--- src/rtl/fbsr_pkg.sv ---
// ----------------------------------------------------------------------------
// fbsr_pkg
// shared types and constants of the framed byte stream receiver
// ----------------------------------------------------------------------------
package fbsr_pkg;

  localparam int unsigned PAYLOAD_BUFFER_BYTES_DEF = 32;
  localparam int unsigned PAGE_COUNT_DEF = 4;

  localparam logic [7:0] FRAME_HEAD = 8'hEE;
  localparam logic [7:0] FRAME_TAIL = 8'hEF;

  typedef enum logic [2:0] {
    ST_NONE      = 3'd0,
    ST_STORED    = 3'd1,
    ST_TOO_LONG  = 3'd2,
    ST_CHECK_BAD = 3'd3,
    ST_TAIL_BAD  = 3'd4,
    ST_READ      = 3'd5
  } status_e;

  typedef struct packed {
    logic       req_type;
    logic [7:0] rx_byte;
    logic [1:0] read_page;
    logic [4:0] read_offset;
  } in_item_t;

  typedef struct packed {
    status_e    status;
    logic [1:0] stored_page;
    logic [4:0] frame_length;
    logic [7:0] read_data;
  } out_item_t;

endpackage

--- src/rtl/framed_byte_stream_receiver.sv ---
// ----------------------------------------------------------------------------
// framed_byte_stream_receiver
// head/length/payload/inverted length/tail frame parser with a ring of pages
// ----------------------------------------------------------------------------
// serial byte transfer: result registered at the transfer, valid in the next cycle
// read transfer: page store read port registered, then result registered in S_READ
// good tail byte: payload moved from the staging memory read port to the page
//   store one byte per cycle in S_COPY, then the stored result is registered
// one transfer in flight; the next is taken once the block is idle and the result slot frees
// reset clears control state and page lengths at once, no clearing pass
// ----------------------------------------------------------------------------
module framed_byte_stream_receiver #(
  parameter int unsigned PAYLOAD_BUFFER_BYTES = fbsr_pkg::PAYLOAD_BUFFER_BYTES_DEF,
  parameter int unsigned PAGE_COUNT           = fbsr_pkg::PAGE_COUNT_DEF
) (
  input  logic                clk_i,
  input  logic                rst_ni,
  input  logic                in_valid_i,
  output logic                in_ready_o,
  input  fbsr_pkg::in_item_t  in_data_i,
  output logic                out_valid_o,
  input  logic                out_ready_i,
  output fbsr_pkg::out_item_t out_data_o
);

  localparam int unsigned LW  = $clog2(PAYLOAD_BUFFER_BYTES);
  localparam int unsigned BPW = $clog2(PAYLOAD_BUFFER_BYTES + 2);
  localparam int unsigned PW  = (PAGE_COUNT > 1) ? $clog2(PAGE_COUNT) : 1;
  localparam int unsigned SD  = PAYLOAD_BUFFER_BYTES;
  localparam int unsigned PD  = PAGE_COUNT * PAYLOAD_BUFFER_BYTES;
  localparam int unsigned AW  = $clog2(PD);
  localparam logic [AW-1:0] PAGE_BYTES_A = AW'(PAYLOAD_BUFFER_BYTES);
  localparam logic [PW-1:0] LAST_PAGE = PW'(PAGE_COUNT - 1);

  typedef enum logic [1:0] {
    S_IDLE,
    S_READ,
    S_COPY
  } state_e;

  state_e              state_q;
  logic                in_frame_q;
  logic [BPW-1:0]      pos_q;
  logic [LW-1:0]       len_q;
  logic                len_ok_q;
  logic [PW-1:0]       write_page_q;
  logic [LW-1:0]       plen_q [PAGE_COUNT];
  logic                rd_ok_q;
  logic [LW-1:0]       rd_len_q;
  logic [LW-1:0]       copy_len_q;
  logic [LW-1:0]       rd_idx_q;
  logic [LW-1:0]       wr_idx_q;
  logic                pend_q;
  logic [AW-1:0]       copy_base_q;
  logic                out_valid_q;
  fbsr_pkg::out_item_t out_q;

  logic              acc;
  logic              page_ok;
  logic              off_ok;
  logic              too_long;
  logic              at_check;
  logic              at_tail;
  logic              tail_good;
  logic              copy_issue;
  logic              copy_start;
  logic              out_load;
  fbsr_pkg::status_e ser_status;
  logic              stage_wr_en;
  logic [LW-1:0]     stage_wr_addr;
  logic [7:0]        stage_rdata;
  logic              page_rd_en;
  logic [AW-1:0]     page_rd_addr;
  logic [AW-1:0]     page_wr_addr;
  logic [7:0]        page_rdata;
  logic [BPW-1:0]    pos_dec;

  assign in_ready_o = (state_q == S_IDLE) && (!out_valid_q || out_ready_i);
  assign acc        = in_valid_i && in_ready_o;

  assign page_ok   = 5'(in_data_i.read_page) < 5'(PAGE_COUNT);
  assign off_ok    = 9'(in_data_i.read_offset) < 9'(PAYLOAD_BUFFER_BYTES);
  assign too_long  = {1'b0, in_data_i.rx_byte} >= 9'(PAYLOAD_BUFFER_BYTES);
  assign at_check  = pos_q == (BPW'(len_q) + BPW'(1));
  assign at_tail   = pos_q == (BPW'(len_q) + BPW'(2));
  assign tail_good = (in_data_i.rx_byte == fbsr_pkg::FRAME_TAIL) && len_ok_q;
  assign pos_dec   = pos_q - BPW'(1);

  // payload byte goes to staging memory at position - 1
  assign stage_wr_en   = acc && !in_data_i.req_type && in_frame_q && (pos_q != '0)
                         && !at_check && !at_tail;
  assign stage_wr_addr = pos_dec[LW-1:0];

  assign copy_issue   = (state_q == S_COPY) && (rd_idx_q < copy_len_q);
  assign copy_start   = acc && !in_data_i.req_type && in_frame_q && at_tail && tail_good;
  assign out_load     = (acc && !in_data_i.req_type && !copy_start) || (state_q == S_READ)
                        || ((state_q == S_COPY) && !copy_issue && !pend_q);
  assign page_rd_en   = acc && in_data_i.req_type && page_ok && off_ok;
  assign page_rd_addr = AW'(in_data_i.read_page) * PAGE_BYTES_A
                        + AW'(in_data_i.read_offset);
  assign page_wr_addr = copy_base_q + AW'(wr_idx_q);

  always_comb begin
    ser_status = fbsr_pkg::ST_NONE;
    if (in_frame_q) begin
      if (pos_q == '0) begin
        if (too_long) begin
          ser_status = fbsr_pkg::ST_TOO_LONG;
        end
      end else if (at_check) begin
        if (in_data_i.rx_byte != ~(8'(len_q))) begin
          ser_status = fbsr_pkg::ST_CHECK_BAD;
        end
      end else if (at_tail && !tail_good) begin
        ser_status = fbsr_pkg::ST_TAIL_BAD;
      end
    end
  end

  fbsr_ram #(
    .DEPTH (SD),
    .WIDTH (8)
  ) u_stage_ram (
    .clk_i     (clk_i),
    .wr_en_i   (stage_wr_en),
    .wr_addr_i (stage_wr_addr),
    .wr_data_i (in_data_i.rx_byte),
    .rd_en_i   (copy_issue),
    .rd_addr_i (rd_idx_q),
    .rd_data_o (stage_rdata)
  );

  fbsr_ram #(
    .DEPTH (PD),
    .WIDTH (8)
  ) u_page_ram (
    .clk_i     (clk_i),
    .wr_en_i   (pend_q),
    .wr_addr_i (page_wr_addr),
    .wr_data_i (stage_rdata),
    .rd_en_i   (page_rd_en),
    .rd_addr_i (page_rd_addr),
    .rd_data_o (page_rdata)
  );

  always_ff @(posedge clk_i or negedge rst_ni) begin
    if (!rst_ni) begin
      state_q      <= S_IDLE;
      in_frame_q   <= 1'b0;
      pos_q        <= '0;
      len_q        <= '0;
      len_ok_q     <= 1'b0;
      write_page_q <= '0;
      for (int i = 0; i < PAGE_COUNT; i++) begin
        plen_q[i] <= '0;
      end
      rd_ok_q      <= 1'b0;
      rd_len_q     <= '0;
      copy_len_q   <= '0;
      rd_idx_q     <= '0;
      wr_idx_q     <= '0;
      pend_q       <= 1'b0;
      copy_base_q  <= '0;
      out_valid_q  <= 1'b0;
      out_q        <= '0;
    end else begin
      if (out_load) begin
        out_valid_q <= 1'b1;
      end else if (out_ready_i) begin
        out_valid_q <= 1'b0;
      end
      unique case (state_q)
        S_IDLE: begin
          if (acc) begin
            if (in_data_i.req_type) begin
              rd_ok_q  <= page_ok && off_ok;
              rd_len_q <= page_ok ? plen_q[PW'(in_data_i.read_page)] : '0;
              state_q  <= S_READ;
            end else begin
              out_q <= '{status: ser_status, stored_page: 2'd0,
                         frame_length: 5'd0, read_data: 8'd0};
              if (!in_frame_q) begin
                if (in_data_i.rx_byte == fbsr_pkg::FRAME_HEAD) begin
                  in_frame_q <= 1'b1;
                  pos_q      <= '0;
                  len_q      <= '0;
                  len_ok_q   <= 1'b0;
                end
              end else if (pos_q == '0) begin
                if (too_long) begin
                  in_frame_q <= 1'b0;
                  len_q      <= '0;
                end else begin
                  len_q <= in_data_i.rx_byte[LW-1:0];
                  pos_q <= BPW'(1);
                end
              end else if (at_check) begin
                if (in_data_i.rx_byte != ~(8'(len_q))) begin
                  in_frame_q <= 1'b0;
                  pos_q      <= '0;
                  len_q      <= '0;
                  len_ok_q   <= 1'b0;
                end else begin
                  len_ok_q <= 1'b1;
                  pos_q    <= pos_q + BPW'(1);
                end
              end else if (at_tail) begin
                in_frame_q <= 1'b0;
                pos_q      <= '0;
                len_q      <= '0;
                len_ok_q   <= 1'b0;
                if (tail_good) begin
                  copy_len_q  <= len_q;
                  rd_idx_q    <= '0;
                  pend_q      <= 1'b0;
                  copy_base_q <= AW'(write_page_q) * PAGE_BYTES_A;
                  state_q     <= S_COPY;
                end
              end else begin
                pos_q <= pos_q + BPW'(1);
              end
            end
          end
        end
        S_READ: begin
          out_q <= '{status: fbsr_pkg::ST_READ, stored_page: 2'd0,
                     frame_length: 5'(rd_len_q),
                     read_data: rd_ok_q ? page_rdata : 8'd0};
          state_q <= S_IDLE;
        end
        S_COPY: begin
          pend_q <= copy_issue;
          if (copy_issue) begin
            rd_idx_q <= rd_idx_q + LW'(1);
            wr_idx_q <= rd_idx_q;
          end else if (!pend_q) begin
            plen_q[write_page_q] <= copy_len_q;
            write_page_q <= (write_page_q == LAST_PAGE) ? '0 : write_page_q + PW'(1);
            out_q <= '{status: fbsr_pkg::ST_STORED, stored_page: 2'(write_page_q),
                       frame_length: 5'(copy_len_q), read_data: 8'd0};
            state_q <= S_IDLE;
          end
        end
        default: begin
          state_q <= S_IDLE;
        end
      endcase
    end
  end

  assign out_valid_o = out_valid_q;
  assign out_data_o  = out_q;

  a_pend_in_copy: assert property (@(posedge clk_i) disable iff (!rst_ni)
    pend_q |-> (state_q == S_COPY))
    else $error("page write pending outside copy");

  a_stage_wr_idle: assert property (@(posedge clk_i) disable iff (!rst_ni)
    stage_wr_en |-> (state_q == S_IDLE) && in_frame_q)
    else $error("staging write outside a frame");

  a_pos_bound: assert property (@(posedge clk_i) disable iff (!rst_ni)
    in_frame_q |-> (pos_q <= BPW'(len_q) + BPW'(2)))
    else $error("byte position past tail");

  a_read_next: assert property (@(posedge clk_i) disable iff (!rst_ni)
    acc && in_data_i.req_type |=> (state_q == S_READ) && !out_valid_q)
    else $error("read transfer without free result slot");

  a_copy_idx: assert property (@(posedge clk_i) disable iff (!rst_ni)
    (state_q == S_COPY) |-> (rd_idx_q <= copy_len_q) && !in_ready_o)
    else $error("copy index past frame length");

endmodule

--- src/rtl/fbsr_ram.sv ---
// ----------------------------------------------------------------------------
// fbsr_ram
// simple dual port memory, one write and one registered read per cycle
// ----------------------------------------------------------------------------
module fbsr_ram #(
  parameter int unsigned DEPTH = 32,
  parameter int unsigned WIDTH = 8
) (
  input  logic                     clk_i,
  input  logic                     wr_en_i,
  input  logic [$clog2(DEPTH)-1:0] wr_addr_i,
  input  logic [WIDTH-1:0]         wr_data_i,
  input  logic                     rd_en_i,
  input  logic [$clog2(DEPTH)-1:0] rd_addr_i,
  output logic [WIDTH-1:0]         rd_data_o
);

  logic [WIDTH-1:0] mem [DEPTH];
  logic [WIDTH-1:0] rd_data_q;

  always_ff @(posedge clk_i) begin
    if (wr_en_i) begin
      mem[wr_addr_i] <= wr_data_i;
    end
  end

  always_ff @(posedge clk_i) begin
    if (rd_en_i) begin
      rd_data_q <= mem[rd_addr_i];
    end
  end

  assign rd_data_o = rd_data_q;

endmodule
--- config.mk ---
export PLATFORM = sky130hd
export DESIGN_NAME = framed_byte_stream_receiver
export DESIGN_NICKNAME = d
export VERILOG_FILES = /design/src/rtl/fbsr_pkg.sv /design/src/rtl/framed_byte_stream_receiver.sv /design/src/rtl/fbsr_ram.sv
export SDC_FILE = /design/constraint.sdc
export NUM_CORES = 1
export LEC_CHECK = 0
export BUFFER_PORTS_ARGS = -buffer_cell sky130_fd_sc_hd__buf_4
export CORE_UTILIZATION = 63
export CTS_CLUSTER_SIZE = 40
export DETAILED_ROUTE_END_ITERATION = 10
export MAX_ROUTING_LAYER = met4
export PLACE_DENSITY = 0.79
export REMOVE_ABC_BUFFERS = 1
export SKIP_LAST_GASP = 1
export SLEW_MARGIN = 20
export SYNTH_ARGS = -nofsm -noshare
export SYNTH_HDL_FRONTEND = slang
export SYNTH_SLANG_ARGS = --single-unit
--- constraint.sdc ---
create_clock -name clk_i -period 3.6 [get_ports clk_i]
set_input_delay 1.08 -clock clk_i [delete_from_list [all_inputs] [get_ports clk_i]]
set_output_delay 1.08 -clock clk_i [all_outputs]
set_load 0.005 [all_outputs]
==> flow_metrics.py, run 1 <==
metrics = {
    "outcome": {
        "outcome": "finished, final reports clean",
    },
    "setup_path": {
        "r2r_cells": 6,
        "r2r_end": "rd_idx_q[2]",
        "critPathArrivalTime_ns": 3.79,
        "critPathLaunchType": "register",
        "r2r_slack_ns": 0.48,
        "cp-end-kind": "register",
        "required_ns": 4.27,
        "path_max_fanout": 20,
        "crit_type": "register to register",
        "crit-reg2reg-launch": "pos_q[3]",
    },
    "placed_design": {
        "gp_congestion": 0.930,
        "port_buffers": 39,
        "postPlaceCellArea_sq_um": 57200,
        "hpwlAfterDp_um": 76300,
        "pre_cts_ws_ns": 0.226,
        "place.detailed.instances": 3880,
    },
    "cts": {
        "cts_sinks": 1376,
        "cts-resized-gates": 0,
        "cts_tree": "yes",
        "clk_pin_slew_ns": 0.06,
        "post-cts-setup-buffer-count": 0,
        "cts_htree_levels": 4,
        "cts_max_path_buffers": 3,
        "cts-root-buf": "clkbuf_16",
        "ctsHoldBuffers": 0,
        "clock_latency_ns": 0.74,
        "cts_made_buffers": 135,
    },
    "route": {
        "via_per_inst": 6.90,
        "wl_per_cell_um": 31.4,
        "drt-total-wl_um": 130000,
        "vias": 28502,
        "antenna_left": 0,
        "first_pass_iters": 6,
        "drc": 0,
        "drtIter0Drc": 3558,
    },
    "timing": {
        "maxSlewHeadroom": 0.301,
        "rsz0062_at_grt": "no",
        "setup_ws_ns": 0.481,
        "period_minus_slack_ns": 3.12,
        "whs_ns": 0.475,
        "finalCritPeriodShare": 0.866,
        "tightest_slew_ns": 1.05,
        "setup_viol": 0,
        "slew_viol_final": 0,
        "finalHoldViolCount": 0,
        "finClkSkew_ns": 0.0401,
        "fmax_mhz": 321,
    },
    "synth": {
        "syn-cell-area_sq_um": 54200,
        "synth_top_area_cell": "edfxtp_1",
        "synth_sequential_area_ratio": 0.755,
        "ys_types": 69,
        "ys_ff_latch": 1376,
        "synth_area_leaders": "edfxtp_1 72%, mux4_2 14%, dfrtp_1 3.7%",
        "netlist_instances": 2639,
        "yosysWarnings": 0,
        "syn_avg_cell_area_sq_um": 20.5,
        "synthDominantCellAreaShare": 0.718,
        "synth_edf_count": 1296,
        "ys.flop_type": "edfxtp_1",
        "async_reset_ff_frac": 0.0581,
    },
    "power_and_ir_drop": {
        "power_frac_seq": 0.521,
        "finalPower_mw": 33.6,
        "p_sw_mw": 7.15,
        "p_per_area_nw_per_um2": 545,
        "intPower_mw": 26.5,
        "power.share.clock": 0.424,
        "ir_drop_mv": 0.491,
        "leakagePower_nw": 20.3,
        "p_comb_frac": 0.055,
        "swShare": 0.213,
    },
    "global_route": {
        "gr-total-overflow": 0,
        "grt_max_degree": 129,
        "antenna_found_initial": 0,
        "track_usage": 0.314,
        "grt_pass1_vias": 28470,
        "grt_pass1_wl_um": 190000,
    },
    "floorplanning": {
        "die_w_um": 295,
        "fp.dieH_um": 295,
        "io_pins": 40,
        "die-area_sq_um": 87200,
        "rows": 107,
        "coreArea_sq_um": 85100,
        "initial_core_util": 0.637,
    },
    "min_path": {
        "min_path_type": "primary input to async pin",
    },
    "final_layout": {
        "final_cell_area_sq_um": 61700,
        "nets": 2915,
        "syn_to_final_growth_pct": 13.8,
        "drive_gt1_frac": 0.282,
        "final_cells": 4131,
    },
    "flow_run": {
        "cap_violations": 0,
    },
}
-- per-layer routing --
layer | wire, um | GRT usage | vias up
li1 | - | - | 11356
met1 | 46900 | 0.422 | 14755
met2 | 63600 | 0.482 | 2048
met3 | 14200 | 0.0699 | 343
met4 | 5000 | 0.114 | 0
met5 | 0 | - | -
-- power groups by stage --
stage	sequential [mW]	combinational [mW]	clock [mW]
5_1_grt	17.5	1.95	14.9
4_1_cts	17.5	1.83	14.4
2_1_floorplan	17.8	0.939	0
6_report	17.5	1.84	14.3
3_3_place_gp	17.8	1.74	0
3_5_place_dp	17.9	1.79	0
-- worst max path at each step --
stage	cells after the start	to	slack (ns)	from
after global routing	6	rd_idx_q[2]	0.38	pos_q[3]
after detailed placement	9	u_page_ram.rd_data_o[2]	0.23	in_data_i[2]
after global placement	8	u_page_ram.rd_data_o[3]	0.28	in_data_i[0]
after floorplan	6	out_data_o[10]	-1.87	rd_idx_q[0]
final	6	rd_idx_q[2]	0.48	pos_q[3]
after CTS	8	u_stage_ram.mem[3][6]	0.58	pos_q[3]
-- cells in the mapped netlist (3+ instances only) --
master     count
edfxtp_1    1296
mux4_2       341
nor2_1       191
nand2_1       92
clkbuf_1      83
dfrtp_1       80
mux2i_1       77
mux2_2        53
o22ai_1       44
nand3_1       34
buf_2         32
inv_1         31
o21ai_0       28
ha_1          21
a211oi_1      20
o211ai_1      19
buf_1         18
a21oi_1       16
nand4_1       12
nor2b_1       12
nand2b_1      11
nor3_1        11
nor4_1        11
xnor2_1       10
a2111oi_0      8
a22oi_1        8
a22o_1         6
a32o_1         5
or3_1          5
xor2_1         5
buf_6          4
o31ai_1        4
a2bb2oi_1      3
and2_1         3
clkbuf_8       3
-- worst max-delay path, stage by stage (launching register included) --
cell     delay, ns
dfrtp_1       0.81
xor2_2        0.17
or3_1         0.36
a311o_1       0.54
o41ai_4       0.65
nor4b_1       0.38
a211o_1       0.14
-- metrics by stage --
step,TNS [ns],util
global placement,0,0.672
finish,0,0.725
detailed placement,0,0.672
global route,0,0.725
floorplan,-59.31,-
CTS,0,0.724
-- state kept, by name, indices dropped and copies added (netlist names), 5 cells and up --
| register | cells |
|---|---|
| u_page_ram.rd_data_o | 8 |
| wr_idx_q | 5 |
| rd_idx_q | 5 |
| len_q | 5 |
| u_page_ram.mem | 1024 |
| u_stage_ram.mem | 256 |
| u_stage_ram.rd_data_o | 8 |
| pos_q | 6 |
| plen_q | 20 |
| rd_len_q | 5 |
| copy_len_q | 5 |
| out_data_o | 18 |
-- area by class of cell --
class                   instances  area, sq um
flip-flops and latches       1376        40900
fillers                      4702        23400
multi-input cells            1092        12600
clock buffers                 176         3730
repair buffers                238         2180
well taps                    1144         1430
clock inverters                73          742
inverters                      31          116
diodes                          1         2.50
-- kinds of logic (layout without fill, tap and decap cells) --
group           count (synthesis)  count (layout)  synth area share
flops                        1376            1376             0.755
simple gates                  399             399            0.0325
fa+ha+maj                      21              21           0.00485
other cells                     0               1                 0
xor+xnor                       17              17           0.00314
mux                           471             471             0.167
compound gates                184             184            0.0241
buf+inv                       171             518            0.0137
-- cells in the final DEF, fill, tap and decap left out, types with 44 or more instances in the layout --
master,instances
edfxtp_1,1296
mux2i_1,77
nand2_1,92
nor2_1,191
clkbuf_16,142
buf_4,205
dfrtp_1,78
o22ai_1,44
mux4_2,341
mux2_2,53
(Power assumes the default switching activity.)
==> run 2, diff against run 1 <==
Settings changed: PLACE_DENSITY 0.79 to 0.76.
==> run 2 against run 1 <==
Against the previous run: utilization decreased by 0.32 points; clock skew decreased by 0.018 ns; sequential share of layout area increased by 0.30 points; cell area decreased by 0.45%; die area unchanged; global-route usage decreased by 1.3 points; non-clock buffer count increased by 6; critical path type unchanged.
==> flow_metrics.py, run 2 (same netlist as run 1, synthesis figures left out) <==
metrics = {
    "outcome": {
        "outcome": "finished, final reports clean",
    },
    "setup_path": {
        "crit_chain": "inv_1 -> ha_1 -> nand2b_1 -> o41ai_2 -> nor3_1 -> nand2_1 -> nor2_1 -> buf_4",
        "crit-reg2reg-launch": "pos_q[0]",
        "cp_slowest_cell": "dfrtp_1",
        "r2r_cells": 8,
        "r2r_slack_ns": 0.33,
        "cp.buffers_inverters": 2,
        "slowest_delay_ns": 0.64,
        "cp-end-kind": "register",
        "r2r_end": "u_stage_ram.mem[15][3]",
        "path_max_fanout": 13,
        "crit_type": "register to register",
        "critPathArrivalTime_ns": 3.71,
        "crit_family": "simple AND/OR/NAND/NOR gates",
        "required_ns": 4.04,
        "critPathLaunchType": "register",
    },
    "cts": {
        "cts_htree_levels": 4,
        "cts_made_buffers": 134,
        "post-cts-setup-buffer-count": 0,
        "cts-root-buf": "clkbuf_16",
        "ctsHoldBuffers": 0,
        "cts-resized-gates": 0,
        "cts_max_path_buffers": 3,
        "clock_latency_ns": 0.73,
        "cts_tree": "yes",
        "clk_pin_slew_ns": 0.06,
        "cts_sinks": 1376,
    },
    "timing": {
        "fmax_mhz": 305,
        "slew_viol_final": 0,
        "tightest_slew_ns": 0.984,
        "finClkSkew_ns": 0.0219,
        "period_minus_slack_ns": 3.27,
        "maxSlewHeadroom": 0.341,
        "rsz0062_at_grt": "no",
        "setup_viol": 0,
        "finalCritPeriodShare": 0.910,
        "finalHoldViolCount": 0,
        "whs_ns": 0.357,
    },
    "final_layout": {
        "nets": 2920,
        "largest_register_ffs": 1024,
        "nFillCells": 4853,
        "antenna_cells": 0,
        "drive_gt1_frac": 0.282,
        "layout_common_cells": "1296 x edfxtp_1, 341 x mux4_2, 223 x buf_4",
        "syn_to_final_growth_pct": 13.3,
        "multi_input_area_sq_um": 12600,
        "reg_top3": "u_page_ram.mem x1024, u_stage_ram.mem x256, plen_q x20",
        "final_cells": 4129,
        "final_common_cell": "edfxtp_1",
        "largest_register": "u_page_ram.mem",
        "layout.area.seq_sq_um": 40900,
    },
    "min_path": {
        "min_path_type": "primary input to async pin",
    },
    "route": {
        "drc": 0,
        "via_per_inst": 6.69,
        "wl_per_cell_um": 29.8,
        "highest_layer": "met4",
        "first_pass_iters": 6,
        "dr_wl_met2_um": 60400,
        "route.met3.wl_um": 11500,
        "drtIter0Drc": 3783,
        "antenna_left": 0,
        "drt-total-wl_um": 123000,
        "vias": 27635,
        "m1WireLength_um": 47700,
    },
    "global_route": {
        "grt_pass1_vias": 28051,
        "track_usage": 0.302,
        "grt_max_degree": 129,
        "gr-total-overflow": 0,
        "antenna_found_initial": 1,
        "grt_pass1_wl_um": 183000,
    },
    "power_and_ir_drop": {
        "finalPower_mw": 33.0,
        "leakagePower_nw": 20.2,
        "p_per_area_nw_per_um2": 538,
        "ir_drop_mv": 0.503,
    },
    "floorplanning": {
        "die-area_sq_um": 87200,
        "io_pins": 40,
        "rows": 107,
        "fp.dieH_um": 295,
        "die_w_um": 295,
        "initial_core_util": 0.637,
        "coreArea_sq_um": 85100,
    },
    "placed_design": {
        "place.detailed.instances": 3887,
        "port_buffers": 39,
        "gp_congestion": 0.906,
        "hpwlAfterDp_um": 74700,
    },
    "flow_run": {
        "cap_violations": 0,
    },
}
==> run 2: changes by cell type in the layout (fill, tap and decap cells not counted), moves of 3 or more <==
cell | previous run | this run
buf_4 | 205 | 223
buf_12 | 29 | 19
bufinv_16 | 14 | 8
inv_6 | 6 | 2
clkinv_1 | 25 | 22
clkinv_2 | 23 | 20
clkinvlp_4 | 2 | 5
==> run 2: worst max path at each step <==
stage / startpoint / to / slack (ns) / cells after the start
floorplan: rd_idx_q[0] / out_data_o[10] / -1.87 / 6
global placement: in_data_i[0] / u_page_ram.rd_data_o[5] / 0.18 / 8
detailed placement: in_data_i[0] / u_page_ram.rd_data_o[5] / 0.12 / 7
CTS: pos_q[0] / u_stage_ram.mem[15][3] / 0.39 / 8
global route: pos_q[0] / u_stage_ram.mem[14][4] / 0.04 / 8
finish: pos_q[0] / u_stage_ram.mem[15][3] / 0.33 / 8
==> run 2: power breakdown <==
part | leakage, nW | switching [mW] | internal, mW | total, mW
logic | 5.41 | 1.04 | 0.745 | 1.79
registers | 12.7 | 0.155 | 17.4 | 17.5
clock network | 2.10 | 5.83 | 7.87 | 13.7
total | 20.2 | 7.03 | 26.0 | 33.0
==> run 2: final cells by class <==
type | instances | area share
sequential | 1376 | 0.666
multi-input combinational | 1092 | 0.205
clock buffer | 178 | 0.0605
timing repair buffer | 244 | 0.0339
tap | 1144 | 0.0233
clock inverter | 64 | 0.00943
inverter | 31 | 0.00189
==> run 2: metrics by stage <==
stage | setup WS, ns | setup TNS, ns | cell area (sq um) | utilization
final | 0.325 | 0 | 61400 | 0.721
after global routing | 0.0404 | 0 | 61400 | 0.721
after global placement | 0.178 | 0 | 57100 | 0.671
after CTS | 0.392 | 0 | 61400 | 0.721
after detailed placement | 0.123 | 0 | 57100 | 0.671
after floorplan | -1.87 | -59.31 | 53600 | -
==> run 2: metal layers <==
layer	vias up	track usage
li1	11362	-
met1	14458	0.421
met2	1591	0.465
met3	224	0.0546
met4	0	0.0888
met5	-	-
